<file path="src/hdl/drd_pkg.sv">
// Package for the display reply deframer: packet type bytes, event kind codes,
// and the command and status structs between controller and datapath.
// No dependencies.
`default_nettype none

package drd_pkg;

  localparam int unsigned BUFFER_DEPTH = 64;

  localparam logic [7:0] TERM_BYTE   = 8'hFF;
  localparam logic [7:0] TYPE_BUTTON = 8'h65;
  localparam logic [7:0] TYPE_PAGE   = 8'h66;
  localparam logic [7:0] TYPE_POS    = 8'h67;
  localparam logic [7:0] TYPE_POS_SL = 8'h68;
  localparam logic [7:0] TYPE_TEXT   = 8'h70;
  localparam logic [7:0] TYPE_NUMBER = 8'h71;
  localparam logic [7:0] TYPE_SLEEP  = 8'h86;
  localparam logic [7:0] TYPE_WAKE   = 8'h87;

  localparam logic [2:0] KIND_BUTTON   = 3'd0;
  localparam logic [2:0] KIND_PAGE     = 3'd1;
  localparam logic [2:0] KIND_POS      = 3'd2;
  localparam logic [2:0] KIND_TEXT     = 3'd3;
  localparam logic [2:0] KIND_NUMBER   = 3'd4;
  localparam logic [2:0] KIND_SLEEP    = 3'd5;
  localparam logic [2:0] KIND_WAKE     = 3'd6;
  localparam logic [2:0] KIND_OVERFLOW = 3'd7;

  // Commands from the controller to the datapath.
  typedef struct packed {
    logic accept;     // store the incoming byte
    logic check;      // decode the buffer, latch a pending result
    logic load_pend;  // move the pending result into the output register
    logic text_read;  // read the next text byte from the buffer memory
    logic load_text;  // move the text byte into the output register
  } drd_cmd_t;

  // Status from the datapath to the controller.
  typedef struct packed {
    logic has_single; // an overflow, or the decoded packet, gives exactly one result
    logic has_text;   // the decoded packet is a non-empty text
    logic text_last;  // the current text byte is the final one
    logic out_free;   // the output register can take a result this cycle
  } drd_sts_t;

endpackage

`default_nettype wire

</file>
<file path="src/hdl/display_reply_deframer.sv">
// Display reply deframer. Input channel: one received byte per item
// (in_valid_i / in_ready_o). Output channel: one event per item
// (out_valid_o / out_ready_i), with last_of_run_o on the final event of a byte.
// Each accepted byte goes into a packet buffer. When the buffer holds more than
// three bytes ending in three 0xFF bytes, the type byte is decoded and the
// buffer is cleared. Text packets give one event per payload byte.
// Sequence: a byte is taken in the idle state, decoded in the check state, and a
// single event is loaded into the output register in the single state once the
// output register is free. Each text payload byte is read through the one read
// port of the buffer memory into its registered read data, then loaded into the
// output register.
// The output register holds a finished event while the next byte is taken; if
// the receiver stalls, the block waits before loading a further event and the
// input channel stays not ready until that event is stored.
// Reset empties the buffer and the output register; the buffer memory itself
// is not cleared, as only stored positions are ever read.
`default_nettype none

module display_reply_deframer #(
  parameter int unsigned BufferDepth = drd_pkg::BUFFER_DEPTH
) (
  input  wire         clk_i,
  input  wire         rst_ni,
  input  wire         in_valid_i,
  output logic        in_ready_o,
  input  wire  [7:0]  rx_byte_i,
  output logic        out_valid_o,
  input  wire         out_ready_i,
  output logic [2:0]  event_kind_o,
  output logic [7:0]  page_id_o,
  output logic [7:0]  component_id_o,
  output logic        pressed_o,
  output logic [15:0] pos_x_o,
  output logic [15:0] pos_y_o,
  output logic        asleep_flag_o,
  output logic [31:0] number_value_o,
  output logic [7:0]  text_byte_o,
  output logic        text_valid_o,
  output logic        last_of_run_o
);
  import drd_pkg::*;

  // Command and status between the controller and the datapath.
  drd_cmd_t cmd;
  drd_sts_t sts;

  drd_ctrl u_ctrl (
    .clk_i      (clk_i),
    .rst_ni     (rst_ni),
    .in_valid_i (in_valid_i),
    .in_ready_o (in_ready_o),
    .sts_i      (sts),
    .cmd_o      (cmd)
  );

  // The datapath owns the buffer, the decoder and the output register.
  drd_datapath #(
    .BufferDepth (BufferDepth)
  ) u_datapath (
    .clk_i          (clk_i),
    .rst_ni         (rst_ni),
    .rx_byte_i      (rx_byte_i),
    .cmd_i          (cmd),
    .sts_o          (sts),
    .out_valid_o    (out_valid_o),
    .out_ready_i    (out_ready_i),
    .event_kind_o   (event_kind_o),
    .page_id_o      (page_id_o),
    .component_id_o (component_id_o),
    .pressed_o      (pressed_o),
    .pos_x_o        (pos_x_o),
    .pos_y_o        (pos_y_o),
    .asleep_flag_o  (asleep_flag_o),
    .number_value_o (number_value_o),
    .text_byte_o    (text_byte_o),
    .text_valid_o   (text_valid_o),
    .last_of_run_o  (last_of_run_o)
  );

endmodule

`default_nettype wire

</file>
<file path="src/hdl/drd_ctrl.sv">
// Controller state machine of the display reply deframer.
// Depends on drd_pkg for the command and status structs.
`default_nettype none

module drd_ctrl (
  input  wire               clk_i,
  input  wire               rst_ni,
  input  wire               in_valid_i,
  output logic              in_ready_o,
  input  drd_pkg::drd_sts_t sts_i,
  output drd_pkg::drd_cmd_t cmd_o
);
  import drd_pkg::*;

  typedef enum logic [4:0] {
    S_IDLE      = 5'b00001,
    S_CHECK     = 5'b00010,
    S_SINGLE    = 5'b00100,
    S_TEXT_RD   = 5'b01000,
    S_TEXT_EMIT = 5'b10000
  } state_e;

  state_e state_q, state_d;

  always_comb begin
    state_d    = state_q;
    cmd_o      = '0;
    in_ready_o = 1'b0;
    case (state_q)
      S_IDLE: begin
        in_ready_o = 1'b1;
        if (in_valid_i) begin
          cmd_o.accept = 1'b1;
          state_d      = S_CHECK;
        end
      end
      S_CHECK: begin
        cmd_o.check = 1'b1;
        if (sts_i.has_single) begin
          state_d = S_SINGLE;
        end else if (sts_i.has_text) begin
          state_d = S_TEXT_RD;
        end else begin
          state_d = S_IDLE;
        end
      end
      S_SINGLE: begin
        if (sts_i.out_free) begin
          cmd_o.load_pend = 1'b1;
          state_d         = S_IDLE;
        end
      end
      S_TEXT_RD: begin
        cmd_o.text_read = 1'b1;
        state_d         = S_TEXT_EMIT;
      end
      S_TEXT_EMIT: begin
        if (sts_i.out_free) begin
          cmd_o.load_text = 1'b1;
          state_d         = sts_i.text_last ? S_IDLE : S_TEXT_RD;
        end
      end
      default: begin
        state_d = S_IDLE;
      end
    endcase
  end

  always_ff @(posedge clk_i or negedge rst_ni) begin
    if (!rst_ni) begin
      state_q <= S_IDLE;
    end else begin
      state_q <= state_d;
    end
  end

endmodule

`default_nettype wire

</file>
<file path="src/hdl/drd_datapath.sv">
// Datapath of the display reply deframer: packet buffer memory, header and
// tail byte registers, decoder, pending result and output register.
// Depends on drd_pkg for constants and the command and status structs.
`default_nettype none

module drd_datapath #(
  parameter int unsigned BufferDepth = drd_pkg::BUFFER_DEPTH
) (
  input  wire               clk_i,
  input  wire               rst_ni,
  input  wire  [7:0]        rx_byte_i,
  input  drd_pkg::drd_cmd_t cmd_i,
  output drd_pkg::drd_sts_t sts_o,
  output logic              out_valid_o,
  input  wire               out_ready_i,
  output logic [2:0]        event_kind_o,
  output logic [7:0]        page_id_o,
  output logic [7:0]        component_id_o,
  output logic              pressed_o,
  output logic [15:0]       pos_x_o,
  output logic [15:0]       pos_y_o,
  output logic              asleep_flag_o,
  output logic [31:0]       number_value_o,
  output logic [7:0]        text_byte_o,
  output logic              text_valid_o,
  output logic              last_of_run_o
);
  import drd_pkg::*;

  localparam int unsigned FW = $clog2(BufferDepth + 1);
  localparam int unsigned AW = $clog2(BufferDepth);

  typedef struct packed {
    logic [2:0]  kind;
    logic [7:0]  page;
    logic [7:0]  comp;
    logic        pressed;
    logic [15:0] x;
    logic [15:0] y;
    logic        asleep;
    logic [31:0] num;
    logic [7:0]  tbyte;
    logic        tvalid;
  } result_t;

  logic [7:0]    mem [BufferDepth];
  logic [7:0]    rd_q;
  logic [FW-1:0] fill_q;
  logic [1:0]    trail_q;
  logic          ovf_q;
  logic [7:0]    hdr_q [6];
  logic [7:0]    hist_q [7];
  logic [FW-1:0] ptr_q;
  logic [FW-1:0] tleft_q;
  result_t       pend_q, pend_d;
  result_t       out_q;
  logic          out_last_q;
  logic          out_valid_q;

  logic          full;
  logic          is_ff;
  logic [FW-1:0] wr_idx;
  logic [7:0]    hb [6];
  logic [7:0]    tb [4];
  logic          complete;
  logic          known;
  result_t       text_res;

  assign full   = (fill_q == FW'(BufferDepth));
  assign is_ff  = (rx_byte_i == TERM_BYTE);
  assign wr_idx = full ? '0 : fill_q;

  // Header and tail bytes read as zero beyond the stored length.
  always_comb begin
    for (int i = 0; i < 6; i++) begin
      hb[i] = (FW'(i) < fill_q) ? hdr_q[i] : 8'h00;
    end
    for (int k = 0; k < 4; k++) begin
      tb[k] = (FW'(k + 4) <= fill_q) ? hist_q[k + 3] : 8'h00;
    end
  end

  assign complete = !ovf_q && (fill_q > FW'(3)) && (trail_q == 2'd3);

  always_comb begin
    pend_d = '0;
    known  = 1'b1;
    if (ovf_q) begin
      pend_d.kind = KIND_OVERFLOW;
    end else begin
      case (hb[0])
        TYPE_BUTTON: begin
          pend_d.kind    = KIND_BUTTON;
          pend_d.page    = hb[1];
          pend_d.comp    = hb[2];
          pend_d.pressed = (hb[3] == 8'h01);
        end
        TYPE_PAGE: begin
          pend_d.kind = KIND_PAGE;
          pend_d.page = hb[1];
        end
        TYPE_POS, TYPE_POS_SL: begin
          pend_d.kind    = KIND_POS;
          pend_d.x       = {hb[1], hb[2]};
          pend_d.y       = {hb[3], hb[4]};
          pend_d.pressed = (hb[5] == 8'h01);
          pend_d.asleep  = (hb[0] == TYPE_POS_SL);
        end
        TYPE_TEXT: begin
          pend_d.kind = KIND_TEXT;
        end
        TYPE_NUMBER: begin
          pend_d.kind = KIND_NUMBER;
          pend_d.num  = {tb[0], tb[1], tb[2], tb[3]};
        end
        TYPE_SLEEP: pend_d.kind = KIND_SLEEP;
        TYPE_WAKE:  pend_d.kind = KIND_WAKE;
        default:    known = 1'b0;
      endcase
    end
  end

  // A text result carries only the byte read from the buffer.
  always_comb begin
    text_res        = '0;
    text_res.kind   = KIND_TEXT;
    text_res.tbyte  = rd_q;
    text_res.tvalid = 1'b1;
  end

  always_comb begin
    sts_o            = '0;
    sts_o.has_single = ovf_q || (complete && known &&
                       ((hb[0] != TYPE_TEXT) || (fill_q == FW'(4))));
    sts_o.has_text   = complete && (hb[0] == TYPE_TEXT) && (fill_q > FW'(4));
    sts_o.text_last  = (tleft_q == FW'(1));
    sts_o.out_free   = !out_valid_q || out_ready_i;
  end

  // Buffer memory: written on accept, read one text byte at a time.
  always_ff @(posedge clk_i) begin
    if (cmd_i.accept) begin
      mem[wr_idx[AW-1:0]] <= rx_byte_i;
    end
    if (cmd_i.text_read) begin
      rd_q <= mem[ptr_q[AW-1:0]];
    end
  end

  always_ff @(posedge clk_i) begin
    if (cmd_i.accept) begin
      for (int i = 0; i < 6; i++) begin
        if (wr_idx == FW'(i)) begin
          hdr_q[i] <= rx_byte_i;
        end
      end
      hist_q[0] <= rx_byte_i;
      for (int k = 1; k < 7; k++) begin
        hist_q[k] <= hist_q[k - 1];
      end
    end
    if (cmd_i.check) begin
      pend_q  <= pend_d;
      ptr_q   <= FW'(1);
      tleft_q <= fill_q - FW'(4);
    end
    if (cmd_i.load_text) begin
      ptr_q   <= ptr_q + FW'(1);
      tleft_q <= tleft_q - FW'(1);
    end
    if (cmd_i.load_pend) begin
      out_q      <= pend_q;
      out_last_q <= 1'b1;
    end else if (cmd_i.load_text) begin
      out_q      <= text_res;
      out_last_q <= (tleft_q == FW'(1));
    end
  end

  always_ff @(posedge clk_i or negedge rst_ni) begin
    if (!rst_ni) begin
      fill_q      <= '0;
      trail_q     <= '0;
      ovf_q       <= 1'b0;
      out_valid_q <= 1'b0;
    end else begin
      if (cmd_i.accept) begin
        ovf_q <= full;
        if (full) begin
          fill_q  <= FW'(1);
          trail_q <= is_ff ? 2'd1 : 2'd0;
        end else begin
          fill_q  <= fill_q + FW'(1);
          trail_q <= !is_ff ? 2'd0 : ((trail_q == 2'd3) ? 2'd3 : trail_q + 2'd1);
        end
      end else if (cmd_i.check && complete) begin
        fill_q  <= '0;
        trail_q <= '0;
      end
      if (cmd_i.load_pend || cmd_i.load_text) begin
        out_valid_q <= 1'b1;
      end else if (out_ready_i) begin
        out_valid_q <= 1'b0;
      end
    end
  end

  assign out_valid_o    = out_valid_q;
  assign event_kind_o   = out_q.kind;
  assign page_id_o      = out_q.page;
  assign component_id_o = out_q.comp;
  assign pressed_o      = out_q.pressed;
  assign pos_x_o        = out_q.x;
  assign pos_y_o        = out_q.y;
  assign asleep_flag_o  = out_q.asleep;
  assign number_value_o = out_q.num;
  assign text_byte_o    = out_q.tbyte;
  assign text_valid_o   = out_q.tvalid;
  assign last_of_run_o  = out_last_q;

endmodule

`default_nettype wire
</file>
<file path="config.mk">
export PLATFORM = sky130hd
export DESIGN_NAME = display_reply_deframer
export DESIGN_NICKNAME = d
export VERILOG_FILES = /design/src/hdl/drd_pkg.sv /design/src/hdl/display_reply_deframer.sv /design/src/hdl/drd_ctrl.sv /design/src/hdl/drd_datapath.sv
export SDC_FILE = /design/constraint.sdc
export NUM_CORES = 1
export LEC_CHECK = 0
export BUFFER_PORTS_ARGS = -buffer_cell sky130_fd_sc_hd__buf_2
export CAP_MARGIN = 10
export CORE_MARGIN = 8
export CORE_UTILIZATION = 55
export CTS_CLUSTER_SIZE = 30
export DETAILED_ROUTE_END_ITERATION = 12
export PLACE_DENSITY = 0.69
export SYNTH_ARGS = -nofsm -noshare
export SYNTH_HDL_FRONTEND = slang
export SYNTH_SLANG_ARGS = --single-unit
</file>
<file path="constraint.sdc">
create_clock -name clk_i -period 10.5 [get_ports clk_i]
set_clock_uncertainty 0.2 [all_clocks]
set_input_delay 0 -clock clk_i [delete_from_list [all_inputs] [get_ports clk_i]]
set_output_delay 0 -clock clk_i [all_outputs]
set_load 0.01 [all_outputs]
</file>
==> results.tsv <==
stage	metric	value	unit
status	outcome	complete, no violations	
clock_tree	cts hold-fix bufs	12	
drt	# DRC	0	
global_route	GRT overflow	0	
logic_synthesis	post-synthesis compound-gate area fraction	2.21	%
logic_synthesis	Yosys cell types	63	
logic_synthesis	Most used DFF post-synth	edfxtp_1	
sta	Fmax achieved	248	MHz
min_path	HP Class	in2reg	
floorplanning	Die X-Extent	257	um
clock_tree	Setup Fix Bufs, Post-CTS	0	
power	PwrDens	201	nW/um2
sta	final worst-path cycle share	38.4	%
sta	setup TNS	0	ns
setup_path	CP startpoint kind	register	
drt	total routed wirelength	63.5	mm
clock_tree	# clock sinks	833	
setup_path	Setup crit end kind	register	
power	Worst VDD drop	0.129	mV
logic_synthesis	largest area contributor in the netlist	edfxtp_1	
setup_path	worst r2r src	u_datapath.fill_q[2]	
logic_synthesis	top cell type's share of synthesized area	76.7	%
setup_path	critical path type	reg2reg	
clock_tree	root buffer cell	clkbuf_16	
logic_synthesis	simple-gate share of the synthesized area	6.73	%
drt	vias per cell	5.92	
logic_synthesis	Mapped Cells	1617	
sta	fin worst setup slack	6.47	ns
logic_synthesis	EDFF count, synth	816	
drt	ANT nets after route	0	
setup_path	R2R depth	6	
logic_synthesis	Netlist Area Pre-Place	31900	um2
layout	most frequent cells in the layout	edfxtp_1, and2_1, mux4_2	
floorplanning	Rows	88	
run	Max Cap Viol	0	
setup_path	critical-path cell list	inv_1 > ha_1 > nand4_1 > nand2_1 > nand3_1 > nor2_1	
drt	Detailed Route Iter0 Violations	1491	
sta	worst hold slack	0.167	ns
clock_tree	Worst-path clk slew	0.06	ns
global_route	vias in the first global route	15600	
clock_tree	CTS max path bufs	3	
placement	I/O Buffers	108	
clock_tree	post-cts resize count	0	
logic_synthesis	Post-synth ARST share	1.92	%
sta	slew margin rel.	23.1	%
drt	Vias	15400	
setup_path	peak fanout along the critical path	14	
setup_path	setup slack, reg-to-reg	6.47	ns
setup_path	CP peak stage delay	0.86	ns
min_path	Hold EP	u_datapath.out_valid_o	
layout	share of cells above drive strength 1	21.3	%
logic_synthesis	sequential share of the synthesized area	78.1	%
min_path	hold path startpoint	out_ready_i	
sta	max-slew violations	0	
clock_tree	TritonCTS Buffers	82	
layout	Nets	1795	
setup_path	CP arrival	4.07	ns
layout	area grow syn2layout	12.4	%
clock_tree	clk_lat worst skew	0.63	ns
floorplanning	I/O pin cnt	109	
global_route	initial antenna violation count	0	
layout	diodes inserted	0	
drt	Avg WL per Cell	24.4	um
logic_synthesis	synthesized area per cell	19.7	um2
setup_path	worst path required time	10.54	ns
logic_synthesis	largest family of logic cells by synthesized area	multiplexers	
sta	count of final setup violators	0	
min_path	hold depth	4	
layout	Layout fillers	3924	
clock_tree	htree depth	3	
logic_synthesis	adder-cell share of the synthesized area	0.549	%
logic_synthesis	Post-Synth XOR/XNOR Area	0.384	%
global_route	largest net degree at the start of global routing	93	
sta	min Tclk post-route	4.03	ns
placement	Setup WS pre-CTS	6.60	ns
sta	unrepaired setup endpoints after global routing	false	
setup_path	R2R Path End	u_datapath.mem[30][3]	
floorplanning	CORE AREA	57600	um2
sta	slew of the pin with the lowest slew margin	1.15	ns
clock_tree	CTS tree	yes	
logic_synthesis	mux share of post-synthesis cell area	10.8	%
logic_synthesis	YS warnings	0	
sta	count of final hold-check violations	0	
floorplanning	die height	257	um
placement	Routability Congestion	0.865	
placement	post-DP HPWL	39.4	mm
setup_path	Critical Path Slowest Stage Cell	nor2_1	
logic_synthesis	Post-Syn Nets	1643	
power	Leak	12.4	nW
logic_synthesis	Synth area leaders	edfxtp_1, mux4_2, and2_1	
floorplanning	die area	66000	um2
logic_synthesis	#FFs+latches synth	833	
layout	leading cell type in the layout, fill and taps excluded	edfxtp_1	
global_route	global-route usage over all layers	19.1	%
global_route	first-pass GRT wire length	96.6	mm
floorplanning	initial core utilization	55.4	%
drt	DR pass1 iterations	5	
[area by class of cell]
cell class,count,area [um2],area share [%]
clock buffer,111,2230,6.22
sequential,833,24900,69.5
timing repair buffer,143,846,2.36
tap,765,957,2.67
clock inverter,38,244,0.680
inverter,13,50.0,0.139
multi-input combinational,696,6630,18.5
[per-stage QoR]
stage / power, mW / instance area (um2) / std cells / utilization (%)
2_1_floorplan: 4.32 / 31900 / 1617 / -
5_1_grt: 7.44 / 35900 / 2599 / 62.3
3_5_place_dp: 4.57 / 33300 / 2438 / 57.8
6_report: 7.22 / 35900 / 2599 / 62.3
3_3_place_gp: 4.56 / 33300 / 2438 / 57.8
4_1_cts: 7.26 / 35900 / 2599 / 62.3
[where the power goes]
group	internal (mW)	switching [mW]	total, mW	leakage (nW)
sequential	3.84	0.0713	3.91	7.84
combinational	0.166	0.434	0.600	3.33
clock	1.52	1.18	2.70	1.21
[layer usage]
metal	up-vias	track usage [%]	wire length [um]
met4	0	5.92	1430
met2	614	31.4	31300
met1	7910	25.8	26300
met5	-	0	0
met3	104	4.00	4560
li1	6770	-	-
[cells in the mapped netlist, types with 12 or more instances]
cell type and number:
clkbuf_1 39, mux4_2 129, edfxtp_1 816, nand2_1 34, o21ai_0 22, nor2_1 92
and2_1 142, nand3_1 14, a21oi_1 14, nand4_1 12, ha_1 14, dfrtp_1 15
buf_2 26, mux2i_1 54, a22oi_1 14, a221oi_1 16, and3_1 42, inv_1 13
[worst max-delay path: cells and delay by family, from the launching register on]
family / cells / cell delay (ns)
AND/OR/NAND/NOR: 4 / 2.32
buffers and inverters: 1 / 0.32
flip-flops: 1 / 0.51
adder cells (fa/ha/maj): 1 / 0.28
[worst max-delay path by stage]
| stage | startpoint | end | slack [ns] | cells past startpoint |
|---|---|---|---|---|
| 4_1_cts | u_datapath.fill_q[2] | u_datapath.mem[30][3] | 6.57 | 6 |
| 3_5_place_dp | u_ctrl.state_q[1] | u_datapath.number_value_o[27] | 6.60 | 7 |
| 2_1_floorplan | u_ctrl.state_q[1] | u_datapath.asleep_flag_o | 6.57 | 6 |
| 3_3_place_gp | u_datapath.fill_q[2] | u_datapath.mem[30][3] | 6.68 | 6 |
| 5_1_grt | u_ctrl.state_q[1] | u_datapath.number_value_o[11] | 6.25 | 7 |
| 6_report | u_datapath.fill_q[2] | u_datapath.mem[30][3] | 6.47 | 6 |
[sequential cells by signal, summed over array words and instances (netlist names), 16 cells and up]
| name | flops |
|---|---|
| u_datapath.mem | 512 |
| u_datapath.hist_q | 56 |
| u_datapath.pend_q | 85 |
| u_datapath.pos_x_o | 16 |
| u_datapath.pos_y_o | 16 |
| u_datapath.number_value_o | 32 |
| u_datapath.hdr_q | 48 |
[logic make-up after synthesis]
group / Yosys count
AOI/OAI and AO/OA: 100
xor gates and xnor gates: 14
adders and majority gates: 14
buffers and inverters: 88
DFF: 833
muxes: 183
and+or+nand+nor: 385
(Power assumes the default switching activity.)
